`src/hdl/ispc_pkg.sv`:
```
// ----------------------------------------------------------------------------
// IPv4 source packet counter package
// Shared types and constants for the frame parser, the frame queue and the
// source table engine.
// ----------------------------------------------------------------------------
package ispc_pkg;

   // Default number of entries in the source table.
   localparam int TABLE_ENTRIES_DEFAULT = 16;

   // Number of finished frames that may wait between parser and table engine.
   localparam int QUEUE_DEPTH = 4;

   // Frame layout, in byte offsets from the start of the Ethernet frame.
   localparam logic [5:0] POS_TYPE_HI   = 6'd12;
   localparam logic [5:0] POS_TYPE_LO   = 6'd13;
   localparam logic [5:0] POS_ADDR_HI   = 6'd26;
   localparam logic [5:0] POS_ADDR_LO   = 6'd29;
   localparam logic [5:0] POS_MAX       = 6'd63;
   // A frame whose last byte sits at this offset or later is long enough.
   localparam logic [5:0] POS_LAST_MIN  = 6'd33;

   localparam logic [15:0] ETHERTYPE_IPV4 = 16'h0800;

   // One finished frame, as handed from the parser to the table engine.
   typedef struct packed {
      logic        counted;
      logic [31:0] source_address;
   } frame_desc_type;

   typedef enum logic [1:0] {
      ST_CLEAR,
      ST_IDLE,
      ST_SCAN,
      ST_UPDATE
   } table_state_type;

endpackage

```
`src/hdl/ispc_front.sv`:
```
// ----------------------------------------------------------------------------
// IPv4 source packet counter frame parser
// Tracks the byte offset of each frame, collects the ethertype and the IPv4
// source address, and emits one frame descriptor on the last byte.
// ----------------------------------------------------------------------------
module ispc_front (
   input  logic                    clock,
   input  logic                    reset,
   input  logic                    byte_accept,
   input  logic [7:0]              frame_byte,
   input  logic                    frame_last,
   output logic                    desc_push,
   output ispc_pkg::frame_desc_type desc
);
   import ispc_pkg::*;

   logic [5:0]  pos_ff,  pos_in;
   logic [15:0] type_ff, type_in;
   logic [31:0] addr_ff, addr_in;

   always_comb begin
      pos_in  = pos_ff;
      type_in = type_ff;
      addr_in = addr_ff;
      desc_push = 1'b0;
      desc.counted = 1'b0;
      desc.source_address = '0;
      if (byte_accept) begin
         if (pos_ff == POS_TYPE_HI || pos_ff == POS_TYPE_LO) begin
            type_in = {type_ff[7:0], frame_byte};
         end
         if (pos_ff >= POS_ADDR_HI && pos_ff <= POS_ADDR_LO) begin
            addr_in = {addr_ff[23:0], frame_byte};
         end
         if (frame_last) begin
            desc_push = 1'b1;
            desc.counted = (type_in == ETHERTYPE_IPV4) && (pos_ff >= POS_LAST_MIN);
            desc.source_address = desc.counted ? addr_in : '0;
            pos_in  = '0;
            type_in = '0;
            addr_in = '0;
         end else if (pos_ff != POS_MAX) begin
            pos_in = pos_ff + 6'd1;
         end
      end
   end

   always_ff @(posedge clock) begin
      if (reset) begin
         pos_ff  <= '0;
         type_ff <= '0;
         addr_ff <= '0;
      end else begin
         pos_ff  <= pos_in;
         type_ff <= type_in;
         addr_ff <= addr_in;
      end
   end

endmodule

```
`src/hdl/ispc_queue.sv`:
```
// ----------------------------------------------------------------------------
// IPv4 source packet counter frame queue
// A short first-in first-out buffer of frame descriptors between the parser
// and the table engine.
// ----------------------------------------------------------------------------
module ispc_queue (
   input  logic                    clock,
   input  logic                    reset,
   input  logic                    push,
   input  ispc_pkg::frame_desc_type push_desc,
   output logic                    full,
   input  logic                    pop,
   output logic                    not_empty,
   output ispc_pkg::frame_desc_type pop_desc
);
   import ispc_pkg::*;

   localparam int PTR_W = $clog2(QUEUE_DEPTH);
   localparam int CNT_W = $clog2(QUEUE_DEPTH + 1);

   frame_desc_type slot_ff [QUEUE_DEPTH];
   logic [PTR_W-1:0] wr_ptr_ff, wr_ptr_in;
   logic [PTR_W-1:0] rd_ptr_ff, rd_ptr_in;
   logic [CNT_W-1:0] fill_ff, fill_in;
   logic             do_push, do_pop;

   assign full      = (fill_ff == CNT_W'(QUEUE_DEPTH));
   assign not_empty = (fill_ff != '0);
   assign pop_desc  = slot_ff[rd_ptr_ff];
   assign do_push   = push && !full;
   assign do_pop    = pop && not_empty;

   always_comb begin
      wr_ptr_in = wr_ptr_ff;
      rd_ptr_in = rd_ptr_ff;
      fill_in   = fill_ff;
      if (do_push) begin
         wr_ptr_in = (wr_ptr_ff == PTR_W'(QUEUE_DEPTH - 1)) ? '0 : wr_ptr_ff + PTR_W'(1);
      end
      if (do_pop) begin
         rd_ptr_in = (rd_ptr_ff == PTR_W'(QUEUE_DEPTH - 1)) ? '0 : rd_ptr_ff + PTR_W'(1);
      end
      if (do_push && !do_pop) begin
         fill_in = fill_ff + CNT_W'(1);
      end else if (do_pop && !do_push) begin
         fill_in = fill_ff - CNT_W'(1);
      end
   end

   always_ff @(posedge clock) begin
      if (do_push) begin
         slot_ff[wr_ptr_ff] <= push_desc;
      end
   end

   always_ff @(posedge clock) begin
      if (reset) begin
         wr_ptr_ff <= '0;
         rd_ptr_ff <= '0;
         fill_ff   <= '0;
      end else begin
         wr_ptr_ff <= wr_ptr_in;
         rd_ptr_ff <= rd_ptr_in;
         fill_ff   <= fill_in;
      end
   end

endmodule

```
`src/hdl/ispc_table.sv`:
```
// ----------------------------------------------------------------------------
// IPv4 source packet counter table engine
// Looks up each counted source in a least-recently-used table held in a
// memory: one pass finds a hit, a free entry and the oldest entry, a second
// pass writes back the chosen entry and the aged ranks.
// ----------------------------------------------------------------------------
module ispc_table #(
   parameter int TABLE_ENTRIES = ispc_pkg::TABLE_ENTRIES_DEFAULT
) (
   input  logic                    clock,
   input  logic                    reset,
   input  logic                    desc_valid,
   input  ispc_pkg::frame_desc_type desc,
   output logic                    desc_pop,
   output logic                    clearing,
   output logic                    rsp_valid,
   input  logic                    rsp_ready,
   output logic                    rsp_counted,
   output logic [31:0]             rsp_source_address,
   output logic [31:0]             rsp_packet_count,
   output logic                    rsp_replaced_entry
);
   import ispc_pkg::*;

   localparam int AW     = $clog2(TABLE_ENTRIES);
   localparam int CW     = $clog2(TABLE_ENTRIES + 1);
   localparam int RANK_W = AW;

   typedef struct packed {
      logic              valid;
      logic [RANK_W-1:0] rank;
      logic [31:0]       key;
      logic [31:0]       count;
   } entry_type;

   entry_type entry_mem [TABLE_ENTRIES];

   table_state_type state_ff, state_in;
   logic [CW-1:0]   cnt_ff, cnt_in;
   logic            rd_vld_ff;
   logic [AW-1:0]   rd_idx_ff;
   entry_type       rd_data_ff;

   logic [31:0]       key_ff, key_in;
   logic              hit_ff, hit_in;
   logic [AW-1:0]     hit_idx_ff, hit_idx_in;
   logic [RANK_W-1:0] hit_rank_ff, hit_rank_in;
   logic [31:0]       hit_count_ff, hit_count_in;
   logic              free_ff, free_in;
   logic [AW-1:0]     free_idx_ff, free_idx_in;
   logic [AW-1:0]     old_idx_ff, old_idx_in;
   logic [RANK_W-1:0] old_rank_ff, old_rank_in;

   logic        rsp_valid_ff, rsp_valid_in;
   logic        rsp_counted_ff, rsp_counted_in;
   logic [31:0] rsp_addr_ff, rsp_addr_in;
   logic [31:0] rsp_count_ff, rsp_count_in;
   logic        rsp_replaced_ff, rsp_replaced_in;

   logic          mem_we;
   logic [AW-1:0] mem_waddr;
   entry_type     mem_wdata;
   logic          rd_en;
   logic [AW-1:0] rd_addr;

   logic [AW-1:0] chosen;
   logic          evict;
   logic [31:0]   new_count;
   logic          last_read;

   assign chosen    = hit_ff ? hit_idx_ff : (free_ff ? free_idx_ff : old_idx_ff);
   assign evict     = !hit_ff && !free_ff;
   assign new_count = hit_ff ? hit_count_ff + 32'd1 : 32'd1;
   assign last_read = rd_vld_ff && (rd_idx_ff == AW'(TABLE_ENTRIES - 1));

   assign clearing           = (state_ff == ST_CLEAR);
   assign rsp_valid          = rsp_valid_ff;
   assign rsp_counted        = rsp_counted_ff;
   assign rsp_source_address = rsp_addr_ff;
   assign rsp_packet_count   = rsp_count_ff;
   assign rsp_replaced_entry = rsp_replaced_ff;

   always_comb begin
      state_in        = state_ff;
      cnt_in          = cnt_ff;
      key_in          = key_ff;
      hit_in          = hit_ff;
      hit_idx_in      = hit_idx_ff;
      hit_rank_in     = hit_rank_ff;
      hit_count_in    = hit_count_ff;
      free_in         = free_ff;
      free_idx_in     = free_idx_ff;
      old_idx_in      = old_idx_ff;
      old_rank_in     = old_rank_ff;
      rsp_valid_in    = rsp_valid_ff;
      rsp_counted_in  = rsp_counted_ff;
      rsp_addr_in     = rsp_addr_ff;
      rsp_count_in    = rsp_count_ff;
      rsp_replaced_in = rsp_replaced_ff;
      mem_we          = 1'b0;
      mem_waddr       = rd_idx_ff;
      mem_wdata       = rd_data_ff;
      rd_en           = 1'b0;
      rd_addr         = cnt_ff[AW-1:0];
      desc_pop        = 1'b0;

      if (rsp_valid_ff && rsp_ready) begin
         rsp_valid_in = 1'b0;
      end

      case (state_ff)
         ST_CLEAR: begin
            // Zero one entry per cycle so every entry starts invalid, rank zero.
            mem_we    = 1'b1;
            mem_waddr = cnt_ff[AW-1:0];
            mem_wdata = '0;
            if (cnt_ff == CW'(TABLE_ENTRIES - 1)) begin
               cnt_in   = '0;
               state_in = ST_IDLE;
            end else begin
               cnt_in = cnt_ff + CW'(1);
            end
         end
         ST_IDLE: begin
            if (desc_valid && !rsp_valid_ff) begin
               desc_pop = 1'b1;
               if (desc.counted) begin
                  key_in      = desc.source_address;
                  hit_in      = 1'b0;
                  free_in     = 1'b0;
                  old_idx_in  = '0;
                  old_rank_in = '0;
                  cnt_in      = '0;
                  state_in    = ST_SCAN;
               end else begin
                  rsp_valid_in    = 1'b1;
                  rsp_counted_in  = 1'b0;
                  rsp_addr_in     = '0;
                  rsp_count_in    = '0;
                  rsp_replaced_in = 1'b0;
               end
            end
         end
         ST_SCAN: begin
            if (cnt_ff != CW'(TABLE_ENTRIES)) begin
               rd_en  = 1'b1;
               cnt_in = cnt_ff + CW'(1);
            end
            if (rd_vld_ff) begin
               if (rd_data_ff.valid && rd_data_ff.key == key_ff && !hit_ff) begin
                  hit_in       = 1'b1;
                  hit_idx_in   = rd_idx_ff;
                  hit_rank_in  = rd_data_ff.rank;
                  hit_count_in = rd_data_ff.count;
               end
               if (!rd_data_ff.valid && !free_ff) begin
                  free_in     = 1'b1;
                  free_idx_in = rd_idx_ff;
               end
               // Strict compare keeps the lowest index among equal ranks.
               if (rd_data_ff.rank > old_rank_ff) begin
                  old_idx_in  = rd_idx_ff;
                  old_rank_in = rd_data_ff.rank;
               end
            end
            if (last_read) begin
               cnt_in   = '0;
               state_in = ST_UPDATE;
            end
         end
         ST_UPDATE: begin
            if (cnt_ff != CW'(TABLE_ENTRIES)) begin
               rd_en  = 1'b1;
               cnt_in = cnt_ff + CW'(1);
            end
            if (rd_vld_ff) begin
               if (rd_idx_ff == chosen) begin
                  mem_we          = 1'b1;
                  mem_wdata.valid = 1'b1;
                  mem_wdata.rank  = '0;
                  mem_wdata.key   = key_ff;
                  mem_wdata.count = new_count;
               end else if (rd_data_ff.valid && (!hit_ff || rd_data_ff.rank < hit_rank_ff)) begin
                  mem_we         = 1'b1;
                  mem_wdata.rank = rd_data_ff.rank + RANK_W'(1);
               end
            end
            if (last_read) begin
               rsp_valid_in    = 1'b1;
               rsp_counted_in  = 1'b1;
               rsp_addr_in     = key_ff;
               rsp_count_in    = new_count;
               rsp_replaced_in = evict;
               cnt_in          = '0;
               state_in        = ST_IDLE;
            end
         end
         default: begin
            cnt_in   = '0;
            state_in = ST_CLEAR;
         end
      endcase
   end

   always_ff @(posedge clock) begin
      if (mem_we) begin
         entry_mem[mem_waddr] <= mem_wdata;
      end
      if (rd_en) begin
         rd_data_ff <= entry_mem[rd_addr];
      end
   end

   always_ff @(posedge clock) begin
      key_ff          <= key_in;
      hit_idx_ff      <= hit_idx_in;
      hit_rank_ff     <= hit_rank_in;
      hit_count_ff    <= hit_count_in;
      free_idx_ff     <= free_idx_in;
      old_idx_ff      <= old_idx_in;
      old_rank_ff     <= old_rank_in;
      rd_idx_ff       <= rd_addr;
      rsp_counted_ff  <= rsp_counted_in;
      rsp_addr_ff     <= rsp_addr_in;
      rsp_count_ff    <= rsp_count_in;
      rsp_replaced_ff <= rsp_replaced_in;
   end

   always_ff @(posedge clock) begin
      if (reset) begin
         state_ff     <= ST_CLEAR;
         cnt_ff       <= '0;
         rd_vld_ff    <= 1'b0;
         hit_ff       <= 1'b0;
         free_ff      <= 1'b0;
         rsp_valid_ff <= 1'b0;
      end else begin
         state_ff     <= state_in;
         cnt_ff       <= cnt_in;
         rd_vld_ff    <= rd_en;
         hit_ff       <= hit_in;
         free_ff      <= free_in;
         rsp_valid_ff <= rsp_valid_in;
      end
   end

   // A frame leaves the queue only when the engine is idle and the output
   // register is free.
   assert property (@(posedge clock) disable iff (reset)
      desc_pop |-> (state_ff == ST_IDLE) && !rsp_valid_ff)
      else $error("frame taken while the table engine was busy");

   // A frame that was not counted carries no count and no eviction.
   assert property (@(posedge clock) disable iff (reset)
      rsp_valid_ff && !rsp_counted_ff |-> rsp_count_ff == '0 && !rsp_replaced_ff)
      else $error("uncounted frame with a count or eviction");

   // An eviction always inserts a fresh source with a count of one.
   assert property (@(posedge clock) disable iff (reset)
      rsp_valid_ff && rsp_replaced_ff |-> rsp_count_ff == 32'd1)
      else $error("eviction without a fresh count");

   // The write-back pass never writes the entry being read in the same cycle.
   assert property (@(posedge clock) disable iff (reset)
      mem_we && rd_en |-> mem_waddr != rd_addr)
      else $error("table write collides with table read");

endmodule

```
`src/hdl/ipv4_source_packet_counter_unit.sv`:
```
// ----------------------------------------------------------------------------
// IPv4 source packet counter unit
// Counts IPv4 frames per source address in a least-recently-used table.
// ----------------------------------------------------------------------------
// The unit takes one Ethernet frame byte per cycle on the req_ channel
// while req_ready is high and gives one item on the rsp_ channel for every
// frame. A frame is counted when its ethertype (bytes 12 and 13) is 0x0800
// and it holds at least 34 bytes; the source address is taken from bytes
// 26 to 29. A counted source that is already in the table has its 32-bit
// count incremented (it wraps) and becomes the most recent entry; a new
// source takes the lowest free entry, or else replaces the least recently
// used one, which is then flagged in rsp_replaced_entry. Frames that are not
// counted report all zeros. Frame bytes are accepted at one per cycle;
// finished frames wait in a four-deep queue for the table engine. The
// engine walks its table memory twice per counted frame, one entry per
// cycle on a single read port, and does not walk it for an uncounted frame.
// In either case the engine takes the next frame only once the previous
// item has left its output register. The queue fills, and req_ready drops,
// when frames end faster than the engine retires them, as with runs of
// minimum-length counted frames or of very short frames, or when rsp_ready
// is held low. After reset the engine clears its table, during which
// req_ready is low.
module ipv4_source_packet_counter_unit #(
   parameter int TABLE_ENTRIES = ispc_pkg::TABLE_ENTRIES_DEFAULT
) (
   input  logic        clock,
   input  logic        reset,
   input  logic        req_valid,
   output logic        req_ready,
   input  logic [7:0]  req_frame_byte,
   input  logic        req_frame_last,
   output logic        rsp_valid,
   input  logic        rsp_ready,
   output logic        rsp_counted,
   output logic [31:0] rsp_source_address,
   output logic [31:0] rsp_packet_count,
   output logic        rsp_replaced_entry
);
   import ispc_pkg::*;

   logic           byte_accept;
   logic           desc_push;
   frame_desc_type push_desc;
   logic           queue_full;
   logic           desc_pop;
   logic           desc_valid;
   frame_desc_type pop_desc;
   logic           clearing;

   // Bytes are refused while the table is being cleared, and whenever a
   // finished frame might find the queue full.
   assign req_ready   = !queue_full && !clearing;
   assign byte_accept = req_valid && req_ready;

   ispc_front u_front (
      .clock      (clock),
      .reset      (reset),
      .byte_accept(byte_accept),
      .frame_byte (req_frame_byte),
      .frame_last (req_frame_last),
      .desc_push  (desc_push),
      .desc       (push_desc)
   );

   ispc_queue u_queue (
      .clock    (clock),
      .reset    (reset),
      .push     (desc_push),
      .push_desc(push_desc),
      .full     (queue_full),
      .pop      (desc_pop),
      .not_empty(desc_valid),
      .pop_desc (pop_desc)
   );

   ispc_table #(
      .TABLE_ENTRIES(TABLE_ENTRIES)
   ) u_table (
      .clock             (clock),
      .reset             (reset),
      .desc_valid        (desc_valid),
      .desc              (pop_desc),
      .desc_pop          (desc_pop),
      .clearing          (clearing),
      .rsp_valid         (rsp_valid),
      .rsp_ready         (rsp_ready),
      .rsp_counted       (rsp_counted),
      .rsp_source_address(rsp_source_address),
      .rsp_packet_count  (rsp_packet_count),
      .rsp_replaced_entry(rsp_replaced_entry)
   );

endmodule
```
`config.mk`:
```
export PLATFORM = sky130hd
export DESIGN_NAME = ipv4_source_packet_counter_unit
export DESIGN_NICKNAME = d
export VERILOG_FILES = /design/src/hdl/ispc_pkg.sv /design/src/hdl/ispc_front.sv /design/src/hdl/ispc_queue.sv /design/src/hdl/ispc_table.sv /design/src/hdl/ipv4_source_packet_counter_unit.sv
export SDC_FILE = /design/constraint.sdc
export NUM_CORES = 2
export LEC_CHECK = 0
export ABC_AREA = 0
export CAP_MARGIN = 20
export CORE_ASPECT_RATIO = 0.6
export CORE_MARGIN = 2
export CORE_UTILIZATION = 50
export DETAILED_ROUTE_END_ITERATION = 8
export DONT_BUFFER_PORTS = 1
export GPL_TIMING_DRIVEN = 0
export HOLD_SLACK_MARGIN = 0.12
export PLACE_DENSITY_LB_ADDON = 0.1
export SKIP_CTS_REPAIR_TIMING = 1
export SLEW_MARGIN = 0
export SYNTH_ARGS = -nofsm -noshare
export SYNTH_HDL_FRONTEND = slang
export SYNTH_SLANG_ARGS = --single-unit
```
`constraint.sdc`:
```
create_clock -name clock -period 10.7 [get_ports clock]
set_input_delay 2.14 -clock clock [delete_from_list [all_inputs] [get_ports clock]]
set_output_delay 2.14 -clock clock [all_outputs]
set_load 0.02 [all_outputs]
```
## Word level (Yosys, flattened, before mapping)

Memories as Yosys holds them, arrays and structs flattened. A register that Yosys moved wholly into a read port is not among the register bits.
Cells that the tools add are included.

- Bits in registers: 226
- Bits in latches: 0
- Memory bits (writable): 1236
- Bits in read-only memories: 0
- Input bits: 13
- Memories: 2

- $add $sub $neg: 8
- Multipliers: 0
- Div/mod/pow operators: 0
- Order comparisons: 5
- Equal/unequal tests: 26
- Shift operators: 0
- Mux-type cells: 85
- Bitwise gates (word level): 0
- Reductions and logical operators: 43

Memories:

| name | words | width | read ports | clocked after memory_dff | write ports | line | RTL |
|---|---|---|---|---|---|---|---|
| u_table.entry_mem | 16 | 69 | 1 | 1 | 1 | ispc_table.sv:36 | `entry_type entry_mem [TABLE_ENTRIES];` |
| u_queue.slot_ff | 4 | 33 | 1 | 1 | 1 | ispc_queue.sv:21 | `frame_desc_type slot_ff [QUEUE_DEPTH];` |

Operators by type and width:

| kind | number |
|---|---|
| 32-bit 2-to-1 mux | 8 |
| 69-bit one-hot mux with 2 select lines | 1 |
| 32-bit one-hot mux with 2 select lines | 2 |
| 69-bit 2-to-1 mux | 1 |
| 33-bit 2-to-1 mux | 2 |
| 64-bit 2-to-1 mux | 1 |
| 16-bit 2-to-1 mux | 3 |
| 4-bit 2-to-1 mux | 11 |
| 32-bit by 1-bit adder with 32-bit output (second input constant) | 1 |
| 32-bit equality test | 1 |
| 1-bit 2-to-1 mux | 28 |
| 5-bit 2-to-1 mux | 5 |
| 5-bit AND reduction | 4 |
| 2-bit 2-to-1 mux | 9 |
| 16-bit by 12-bit equality test with 1-bit output (second input constant) | 1 |
| 1-bit logical AND | 16 |
| 2-bit by 1-bit inequality test with 1-bit output (second input constant) | 8 |
| 4-bit one-hot mux with 2 select lines | 2 |
| 5-bit one-hot mux with 3 select lines | 1 |
| 6-bit by 4-bit equality test with 1-bit output (second input constant) | 2 |
| 6-bit 2-to-1 mux | 2 |
| 1-bit one-hot mux with 2 select lines | 6 |
| 3-bit AND reduction | 4 |
| 2-bit equality test (second input constant) | 4 |
| 30 further kinds | 44 |

## Logic depth before layout (Yosys ltp)

- Depth in word-level cells: 10
- Depth in mapped cells: 11

## Cells and area by module

From an unflattened synthesis, not the netlist that was laid out.

- Cells, all modules: 2832
- Area total of the unflattened synthesis: 60038.8 µm²

Modules (own cells, without submodules):

| module | times used | cells an instance | area each (µm²) | seq. area each (µm²) |
|---|---|---|---|---|
| ispc_table | 1 | 2251 | 51486.9 | 40028.4 |
| ispc_queue | 1 | 223 | 5251.3 | 4144.0 |
| ispc_front | 1 | 356 | 3284.4 | 1081.0 |
| ipv4_source_packet_counter_unit | 1 | 2 | 16.3 | 0.0 |

## Worst setup path after synthesis

OpenSTA, ideal clock, no wires.

- Path kind: register -> register
- From: register u_table.cnt_ff[1]
- To: register, netlist name u_table.rd_data_ff[0]
- Library setup time: 0.539 ns
- Arrival time: 5.330 ns
- Slack: 4.831 ns
- Stages on the path, launching flop included: 7
- Path buffers: 3
- Cells stage by stage: dfxtp_1 > clkbuf_1 > clkbuf_1 > clkbuf_1 > inv_1 > ha_1 > a31oi_1

- Word-level cells in the longest chain between the ends: 3

RTL lines:

| element | line | RTL |
|---|---|---|
| from (decl) | ispc_table.sv:39 | `logic [CW-1:0] cnt_ff, cnt_in;` |
| from (signal assigned) | ispc_table.sv:239 | `cnt_ff <= cnt_in;` |
| 5-bit inequality test | ispc_table.sv:145, ispc_table.sv:172 |  |
| 1-bit 2-to-1 mux | ispc_table.sv:145, ispc_table.sv:172 |  |
| 1-bit 2-to-1 mux | -- |  |
| net u_table.rd_en | ispc_table.sv:63 | `logic rd_en;` |

The timed path passes the listed nets, and every way through them passes these cells.
A chain may end at the register's enable or synchronous reset.

## Worst setup path in the final report

- From: register u_table.cnt_ff[1]
- To: memory u_table.entry_mem[10][45] (netlist name) (enable)

- Word-level cells in the longest chain between the ends: 1

RTL lines:

| element | line | RTL |
|---|---|---|
| 4-bit 2-to-1 mux | ispc_table.sv:111 | `case (state_ff)` |
| to (decl) | ispc_table.sv:36 |  |

Every way passes these cells.

==> summary.md <==
| Metric | Value |
|---|---|
| Outcome | complete, no violations |
| Leakage | 21.54 nW |
| Area Growth Syn to Fin | 13.35% |
| Antenna violations before repair | 3 |
| Sw Pwr | 4.682 mW |
| Cells after DPL | 4581 |
| CORE AREA | between 100000 and 150000 um^2 |
| Non-Filler Instances | between 4000 and 5000 |
| Req. time, crit path | roughly 11 ns |
| Number of synthesized register bits | 1533 |
| Worst slew pin tran | 1.147 ns |
| Number of port buffers | 0 |
| DRC | 0 |
| Htree depth | 4 |
| Layout fillers | about 9000 |
| Part of the power in registers | 0.461 |
| Top post-synthesis cells by area | edfxtp_1, mux4_2, dfxtp_1, nand2_1, nor2_1 |
| Unrepaired setup endpoints after global routing | false |
| Routed len/inst | roughly 31 um |
| Hold_ws | 0.3922 ns |
| Critical path endpoint category | flop |
| R2R Setup Slk | 5.79 ns |
| Final WL | roughly 150 mm |
| WHS Path Cells | 0 |
| YS warnings | 0 |
| Fin util | 0.5690 |
| Vias per cell | 6.208 |
| Iteration-0 DRC Markers | 3793 |
| Rel. slew slack | 0.2352 |
| Syn nets | 2968 |
| Clock Pin Slew Worst Setup and Hold Paths | 0.06 ns |
| Non-Filler Cell Area, Final | roughly 68000 um^2 |
| First-pass iteration count of the detailed router | 7 |
| Synth top cells by count | edfxtp_1, mux4_2, nand2_1 |
| Max cap viols | 0 |
| First-pass GRT wire length | 214.2 mm |
| Final Hold Viols | 0 |
| Die height | 271.4 um |
| Setup-failing EPs final | 0 |
| Setup TNS | 0 ns |
| Mapped Area | 59580 um^2 |
| Number of global-route vias before repair | 30030 |
| Predominant post-synthesis flop cell | edfxtp_1 |
| Placed cell area | 62840 um^2 |
| R2R Path End | u_table.entry_mem[10][45] |
| Post-Syn Area per Cell | a little over 20 um^2 |
| # clock sinks | 1533 |
| Reg2Reg Depth | 7 |
| Worst Setup Start Kind | flop |
| Std cell rows | 98 |
| Crit Path Category | flop to flop |
| Register area share after synthesis | 0.7595 |
| Num CTS Buffers | 144 |
| Internal power | around 12 mW |
| Crit path arrival time | 5.34 ns |
| Pwr Density | 248.7 nW/um^2 |
| GRT overflow | 0 |
| Final Max Tran Viols | 0 |
| Clock root buffer | clkbuf_16 |
| Peak VDD IR | 0.2233 mV |
| Final Critical Period | 4.914 ns |
| Tot GR Track Use | 0.2479 |
| Final #Nets | 3186 |
| Switch share | 0.2787 |
| Reg-to-reg startpoint | u_table.cnt_ff[1] |
| Later-pin clock latency in the skew report | 0.79 ns |
| Period utilisation layout | 0.4593 |
| Gate power share | 0.242 |
| Clock Power Share | 0.296 |
| Post-synth EDFFs | 1455 |
| Post-Synthesis Cells | 2924 |
| Startpoint of the worst hold path | u_table.cnt_ff[1] |
| Fmax | ~200 MHz |
| Fin Clk Skew | 0.03326 ns |
| Die Wd | 449.7 um |
| Routability Congestion | 0.9293 |
| Die area | 122000 um^2 |
| Most frequent cell after synthesis | edfxtp_1 |
| Ys async rst share | 0 |
| Hold Path End | u_table.rd_idx_ff[1] |
| Hold WC Path Type | flop to flop |
| Yosys cell types | 54 |
| Area share of the largest cell type after synthesis | 0.7333 |
| CTS tree | built |
| Clk buf depth | 3 |
| ANT nets after route | 0 |
| Post-DP HPWL | approximately 94 mm |
| Area leader, netlist | edfxtp_1 |
| Ports | 81 |
| Share of cells above drive strength 1 | 0.2275 |
| Vias | ~30000 |
| Largest net degree at the start of global routing | 41 |
| Initial Util | 0.5020 |
| Critical Path Fanout Max | 35 |
[through the flow]
stage / total power, mW / worst slack [ns]
2_1_floorplan: 10.39 / 4.831
3_3_place_gp: 11.72 / -2.234
3_5_place_dp: 11.92 / 5.562
4_1_cts: 16.88 / 5.712
5_1_grt: 17.40 / 5.486
6_report: 16.80 / 5.786
[cell usage in the layout, fill, tap and decap left out, drive strengths merged, types with 28 or more instances in the layout]
cell type	n
ha	30
clkbuf	293
o211ai	36
edfxtp	1455
nand3	53
inv	69
nand2	164
clkinv	50
buf	120
a22oi	50
a21oi	50
xnor2	28
dfxtp	78
nor2	117
mux4	378
xor2	42
[registers in the layout (all words and copies together), names as in the netlist, 5 cells and up, named ones only]
register                    cells
u_table.rd_data_ff             69
u_table.rsp_packet_count       32
u_front.type_ff                16
u_table.key_ff                 32
u_queue.slot_ff               132
u_front.addr_ff                32
u_table.hit_count_ff           32
u_table.rsp_source_address     32
u_table.cnt_ff                  5
u_front.pos_ff                  6
u_table.entry_mem            1104
[power by group through the flow]
| stage | Clock (mW) | Combinational, mW | Sequential, mW |
|---|---|---|---|
| 5_1_grt | 5.30 | 4.32 | 7.79 |
| 3_5_place_dp | 0 | 4.05 | 7.88 |
| 2_1_floorplan | 0 | 2.52 | 7.86 |
| 4_1_cts | 5.06 | 4.07 | 7.75 |
| 3_3_place_gp | 0 | 3.73 | 7.99 |
| 6_report | 4.98 | 4.07 | 7.75 |
[logic make-up (layout without fill, tap and decap cells)]
logic type / after synthesis / in the layout / synth area share
AND/OR/NAND/NOR: 463 / 463 / 0.03585
buffers and inverters: 219 / 543 / 0.01493
XOR/XNOR: 70 / 70 / 0.01029
flip-flops: 1533 / 1533 / 0.7595
adder cells (fa/ha/maj): 31 / 31 / 0.006636
other: 0 / 6 / 0
multiplexers: 392 / 392 / 0.1453
AO/OA/AOI/OAI: 216 / 216 / 0.02751
[per-layer routing]
layer,share of wire,track usage
met1,0.44,0.3752
met2,0.45,0.3629
met3,0.095,0.06450
met4,0.018,0.06129
met5,0,0
[worst max path at each step]
stage	from	endpoint	slack (ns)
finish	u_table.cnt_ff[1]	u_table.entry_mem[10][45]	5.79
CTS	u_table.cnt_ff[1]	u_table.entry_mem[10][45]	5.71
floorplan	u_table.cnt_ff[1]	u_table.rd_data_ff[0]	4.83
global placement	u_table.cnt_ff[1]	u_table.rd_data_ff[24]	-2.23
global route	u_table.cnt_ff[1]	u_table.entry_mem[10][45]	5.49
detailed placement	req_frame_last	u_queue.slot_ff[0][9]	5.56
[final cells by class]
cell class              instances  area [um^2]  share of cell area
clock buffers                 189         3986             0.05902
well taps                    1600         2002             0.02964
repair buffers                 72         1330             0.01969
flip-flops and latches       1533        45250              0.6700
plain buffers                 152        638.1            0.009448
diodes                          6        15.01           0.0002223
multi-input cells            1172        13550              0.2006
clock inverters                63        516.7            0.007651
inverters                      67        251.5            0.003724
[worst max-delay path, stage by stage (launching register included)]
cell and delay [ns]:
dfxtp_1 0.37, clkbuf_1 0.79, clkbuf_1 0.76, clkbuf_1 0.63, inv_1 0.21, o31ai_1 0.55, and2_4 0.81, buf_16 0.33
Power figures use the tool's default switching activity.
